## config.mk

```make
export PLATFORM = sky130hd
export DESIGN_NAME = kts_ctrl
export DESIGN_NICKNAME = d
export VERILOG_FILES = /design/src/hdl/kts_pkg.sv /design/src/hdl/kts_ctrl.sv
export SDC_FILE = /design/constraint.sdc
export NUM_CORES = 1
export LEC_CHECK = 0
export ABC_CLOCK_PERIOD_IN_PS = 1900
export BUFFER_PORTS_ARGS = -buffer_cell sky130_fd_sc_hd__buf_2
export CORE_AREA = 2 2 39 41
export CTS_CLUSTER_DIAMETER = 30
export DETAILED_ROUTE_END_ITERATION = 7
export DIE_AREA = 0 0 41 43
export GPL_ROUTABILITY_DRIVEN = 0
export PLACE_DENSITY = 0.72
export SYNTH_ARGS = -nofsm -noshare
export SYNTH_HDL_FRONTEND = slang
export SYNTH_SLANG_ARGS = --single-unit
export TNS_END_PERCENT = 20
```

## constraint.sdc

```tcl
create_clock -name clk -period 1.9 [get_ports clk]
set_clock_uncertainty 0.1 [all_clocks]
set_input_delay 0.38 -clock clk [delete_from_list [all_inputs] [get_ports clk]]
set_output_delay 0.38 -clock clk [all_outputs]
set_load 0.05 [all_outputs]
```

## src/hdl/kts_pkg.sv

```systemverilog
package kts_pkg;

  // one input transaction
  typedef struct packed {
    logic        kind;
    logic [7:0]  key_slot;
    logic [31:0] key_stamp;
    logic [31:0] key_x;
    logic [31:0] key_y;
    logic [31:0] key_z;
    logic [31:0] sample_at;
  } kts_req_t;

  // one result transaction
  typedef struct packed {
    logic [31:0] out_x;
    logic [31:0] out_y;
    logic [31:0] out_z;
    logic [7:0]  segment;
    logic [16:0] fraction;
  } kts_rsp_t;

  localparam logic KIND_WRITE  = 1'b0;
  localparam logic KIND_SAMPLE = 1'b1;

  localparam logic CFG_KEY_COUNT   = 1'b0;
  localparam logic CFG_CLIP_LENGTH = 1'b1;

  localparam logic [16:0] FRAC_ONE    = 17'd65536;
  localparam int          MOD_STEPS   = 32;
  localparam int          DIV_STEPS   = 16;
  localparam int          VEC_COMPS   = 3;

  typedef enum logic [3:0] {
    ST_IDLE,
    ST_MOD,
    ST_RD_FIRST,
    ST_RD_LAST,
    ST_CLASS,
    ST_SRCH_ADDR,
    ST_SRCH_CMP,
    ST_SRCH_END,
    ST_RD_A,
    ST_RD_B,
    ST_LAT_B,
    ST_FRAC,
    ST_DIV,
    ST_MUL,
    ST_MADD,
    ST_OUT
  } kts_state_t;

  // read address source
  typedef enum logic [2:0] {
    RS_FIRST,
    RS_LAST,
    RS_MID,
    RS_I0,
    RS_I1
  } kts_rd_sel_t;

  // how the fraction is formed
  typedef enum logic [1:0] {
    FM_ZERO,
    FM_ONE,
    FM_CHECK
  } kts_frac_mode_t;

  typedef struct packed {
    logic        wr;
    logic        load;
    logic        mod_step;
    kts_rd_sel_t rd_sel;
    logic        cap_s0;
    logic        classify;
    logic        srch_upd;
    logic        srch_end;
    logic        cap_a;
    logic        cap_b;
    logic        frac_setup;
    logic        div_step;
    logic        mul;
    logic        madd;
    logic        load_out;
  } kts_cmd_t;

  typedef struct packed {
    logic mod_last;
    logic n_zero;
    logic go_search;
    logic srch_done;
    logic need_div;
    logic div_last;
    logic comp_last;
    logic out_free;
  } kts_status_t;

endpackage

```

## src/hdl/kts_ctrl.sv

```systemverilog
module kts_ctrl (
  input  logic                clk,
  input  logic                rst,
  input  logic                req_valid,
  input  logic                req_kind,
  output logic                req_stall,
  input  kts_pkg::kts_status_t st,
  output kts_pkg::kts_cmd_t   cmd
);
  import kts_pkg::*;

  kts_state_t state, state_next;

  // state register
  always_ff @(posedge clk) begin
    if (rst) begin
      state <= ST_IDLE;
    end else begin
      state <= state_next;
    end
  end

  // next state
  always_comb begin
    state_next = state;
    case (state)
      ST_IDLE: begin
        if (req_valid && req_kind == KIND_SAMPLE) state_next = ST_MOD;
      end
      ST_MOD: begin
        if (st.mod_last) state_next = ST_RD_FIRST;
      end
      ST_RD_FIRST:  state_next = st.n_zero ? ST_OUT : ST_RD_LAST;
      ST_RD_LAST:   state_next = ST_CLASS;
      ST_CLASS:     state_next = st.go_search ? ST_SRCH_ADDR : ST_RD_A;
      ST_SRCH_ADDR: state_next = st.srch_done ? ST_SRCH_END : ST_SRCH_CMP;
      ST_SRCH_CMP:  state_next = ST_SRCH_ADDR;
      ST_SRCH_END:  state_next = ST_RD_A;
      ST_RD_A:      state_next = ST_RD_B;
      ST_RD_B:      state_next = ST_LAT_B;
      ST_LAT_B:     state_next = ST_FRAC;
      ST_FRAC:      state_next = st.need_div ? ST_DIV : ST_MUL;
      ST_DIV: begin
        if (st.div_last) state_next = ST_MUL;
      end
      ST_MUL:       state_next = ST_MADD;
      ST_MADD:      state_next = st.comp_last ? ST_OUT : ST_MUL;
      ST_OUT: begin
        if (st.out_free) state_next = ST_IDLE;
      end
      default:      state_next = ST_IDLE;
    endcase
  end

  // command outputs
  always_comb begin
    cmd = '0;
    cmd.rd_sel = RS_FIRST;
    req_stall = 1'b1;
    case (state)
      ST_IDLE: begin
        req_stall = 1'b0;
        cmd.wr    = req_valid && (req_kind == KIND_WRITE);
        cmd.load  = req_valid && (req_kind == KIND_SAMPLE);
      end
      ST_MOD:       cmd.mod_step = 1'b1;
      ST_RD_FIRST:  cmd.rd_sel = RS_FIRST;
      ST_RD_LAST: begin
        cmd.rd_sel = RS_LAST;
        cmd.cap_s0 = 1'b1;
      end
      ST_CLASS:     cmd.classify = 1'b1;
      ST_SRCH_ADDR: cmd.rd_sel = RS_MID;
      ST_SRCH_CMP: begin
        cmd.rd_sel   = RS_MID;
        cmd.srch_upd = 1'b1;
      end
      ST_SRCH_END:  cmd.srch_end = 1'b1;
      ST_RD_A:      cmd.rd_sel = RS_I0;
      ST_RD_B: begin
        cmd.rd_sel = RS_I1;
        cmd.cap_a  = 1'b1;
      end
      ST_LAT_B:     cmd.cap_b = 1'b1;
      ST_FRAC:      cmd.frac_setup = 1'b1;
      ST_DIV:       cmd.div_step = 1'b1;
      ST_MUL:       cmd.mul = 1'b1;
      ST_MADD:      cmd.madd = 1'b1;
      ST_OUT:       cmd.load_out = st.out_free;
      default:      cmd = '0;
    endcase
  end

endmodule

```

==> results.yml <==
run_status:
  run_status: "finished clean"
routing:
  drtIter0Drc: 13
  post_drt_wl_per_cell_um: 12.0
  via_count: 637
  detail-route-antenna-nets: 0
  vias_per_cell: 4.98
  drc_markers: 0
  first_pass_iters: 4
  route.final.wire_length_um: 1530
placed_design:
  place_ws_ns: 0.105
  port_buffers: 29
  dp_hpwl_um: 1130
  placed_cells_incl_taps: 124
timing:
  finalMaxSlewViolations: 0
  max_freq_ghz: 0.537
  timing.final.ws_setup_ns: 0.0390
  period_minus_slack_ns: 1.86
  report.final.hold_viol_count: 0
  whs_ns: 0.255
  unrepaired_setup_endpoints_after_global_routing: "true"
  timing.final.crit_share_pct: 97.9
  finalSetupViolCount: 0
  worst_slew_pin_slew_ns: 0.377
  finalSetupTns_ns: 0
  max_slew_margin_pct: 74.7
layout:
  layout_commonest_cell: "buf_2"
  area_growth_syn_to_layout_pct: 53.9
  instances_no_fill: 128
  layout.nets: 126
  largest_registers: "state: 4 flops"
  commonest_non_fill_non_tap_cells_in_the_layout: "buf_2, nor2_1, buf_4, nand2_1, a21oi_1"
  antenna_cells: 0
  registers.top_by_ff_count: "state"
  fraction_of_layout_instances_using_a_drive_strength_above_1_pct: 51.8
  largest_register_ff_count: 4
  num-fill-cells: 125
floorplanning:
  rows: 14
  floorplan.initialDensity_pct: 37.3
  top_level_ports: 30
  fp.dieArea_um2: 1760
  core_region_area_um2: 1380
  die-width_um: 41
  fp.dieH_um: 43
critical_path:
  reg2reg_end: "state[0]$_SDFFE_PP0P_"
  cp_slowest_cell: "nor4_4"
  cp.buffers_inverters: 1
  setup.worst_path.start_class: "flip-flop"
  reg2regPathDepth: 6
  arrival_time_at_the_worst_endpoint_ns: 1.38
  crit_path_end_kind: "output pin"
  kind_of_critical_path: "flip-flop to output pin"
  crit_path_max_fo: 7
  crit_chain: "nor4_4 -> nand2_1 -> nor2_2 -> buf_6"
  worstReg2RegStart: "state[1]$_SDFFE_PP0P_"
  worst_path_largest_cell_delay_ns: 0.38
  reg2reg_setup_slack_ns: 0.22
  worstPathRequired_ns: 1.42
  critical_path.startpoint: "state[3]$_SDFFE_PP0P_"
  critPathTopFamily: "simple AND/OR/NAND/NOR gates"
synth:
  synth_largest_area_cell: "dfxtp_1"
  yosysWarnings: 0
  yosysSeqAreaShare_pct: 15.5
  area_fraction_in_and_or_nand_and_nor_cells_after_synthesis_pct: 48.3
  synthesis.area_per_instance_um2: 6.61
  edff_count_synth: 0
  yosys.area.top_type_share_pct: 15.5
  ys_async_sr_fraction_pct: 0
  synth_compound_gate_area_share_pct: 23.3
  ys.flop_type: "dfxtp_1"
  netlist-cell-type-count: 32
  post_synth_mux_area_share_pct: 2.18
  synthesis.nets: 90
  syn_area_um2: 515
  largest_family_of_logic_cells_by_synthesized_area: "simple AND/OR/NAND/NOR gates"
  synth.area.top_cells: "dfxtp_1, nor2_1, a21oi_1"
  yosys.area_share.adder_pct: 0
  synthXorXnorAreaFrac_pct: 0
  ys_seq_elements: 4
  netlist_instances: 78
min_path:
  worst_hold_path_type: "input pin to flip-flop"
  holdCritStartpoint: "rst"
  min_delay_path_depth: 2
  worst_hold_path.endpoint: "state[0]$_SDFFE_PP0P_"
clocking:
  worst_skew_pair_latency_ns: 0.23
  cts_inserted_buffers: 3
  cts_root_buf: "clkbuf_4"
  number_of_buffers_added_to_fix_hold_violations_after_cts: 0
  cts.sink_count: 4
  htree_num_levels: 1
  clockBufferDepth: 2
  cts_tree: "yes"
  clk_pin_slew_worst_paths_ns: 0.04
grt:
  grt_start_max_net_pins: 11
  grt_pass1_vias: 534
  grt_antenna_before_repair: 0
  global_route.usage.total_pct: 18.3
  globalRoute.totalOverflow: 0
  grt_first_pass_wirelength_um: 2280
run:
  max_cap_viol_count: 0
power_and_ir_drop:
  power.density_nw_per_um2: 571
  cell_leakage_power_nw: 0.370
  power.ir.vdd_worst_mv: 0.220
  total_power_mw: 0.453
-- per-stage QoR --
step	cell area, µm²	utilization, %
final	793	57.3
after global placement	702	50.7
after CTS	747	54.0
after detailed placement	702	50.7
after floorplan	520	-
after global routing	793	57.3
-- worst register-to-register path, stage by stage (launching register included) --
cell	delay (ns)
dfxtp_4	0.37
buf_4	0.17
or3_4	0.38
a21oi_4	0.20
nor2_2	0.07
a31oi_1	0.18
a311oi_2	0.07
-- cell type report --
| cell class | count | area [µm²] | area share (%) |
|---|---|---|---|
| multi-input cells | 64 | 412 | 51.9 |
| repair buffers | 38 | 233 | 29.3 |
| flip-flops and latches | 4 | 95.1 | 12.0 |
| clock buffers | 3 | 22.5 | 2.84 |
| well taps | 16 | 20.0 | 2.52 |
| inverters | 3 | 11.3 | 1.42 |
-- layer usage --
layer / routed length [µm] / GRT usage (%) / vias to the layer above
met4: 0 / 6.00 / 0
met5: 0 / 0 / -
met2: 760 / 29.1 / 19
met3: 92 / 3.66 / 0
met1: 678 / 23.4 / 276
li1: - / - / 342
-- Yosys cell counts, types with 2 or more instances --
master and instances:
a21oi_1 7, buf_2 5, dfxtp_1 4, inv_1 2, nand2_1 8, nand2b_1 2
nor2_1 17, nor3_1 7, nor3b_1 2, o21ai_0 2
-- how the worst max path moves through the flow --
stage,to,slack [ns],cells past startpoint
floorplan,cmd[12],-0.38,4
global placement,cmd[12],0.14,3
detailed placement,cmd[12],0.11,3
CTS,cmd[16],0.01,4
global route,cmd[16],-0.03,4
finish,cmd[16],0.04,4
-- report_power, final --
| group | switching [mW] | internal, mW |
|---|---|---|
| Sequential | 0.0175 | 0.0903 |
| Combinational | 0.147 | 0.0934 |
| Clock | 0.0340 | 0.0706 |
-- kinds of logic (layout without fill, tap and decap cells) --
kind of cell / after synthesis / in the layout
AOI/OAI and AO/OA: 17 / 17
buffers and inverters: 10 / 44
DFF: 4 / 4
muxes: 1 / 1
and+or+nand+nor: 46 / 46
-- what timing repair did --
action	CTS	global route
endpoints found under the setup margin	10	10
setup buffers	0	1
cloned	0	0
hold endpoints to repair	0	0
resized for setup	8	13
pin swaps	0	3
Note: power is estimated with default switching activity, not from simulation.
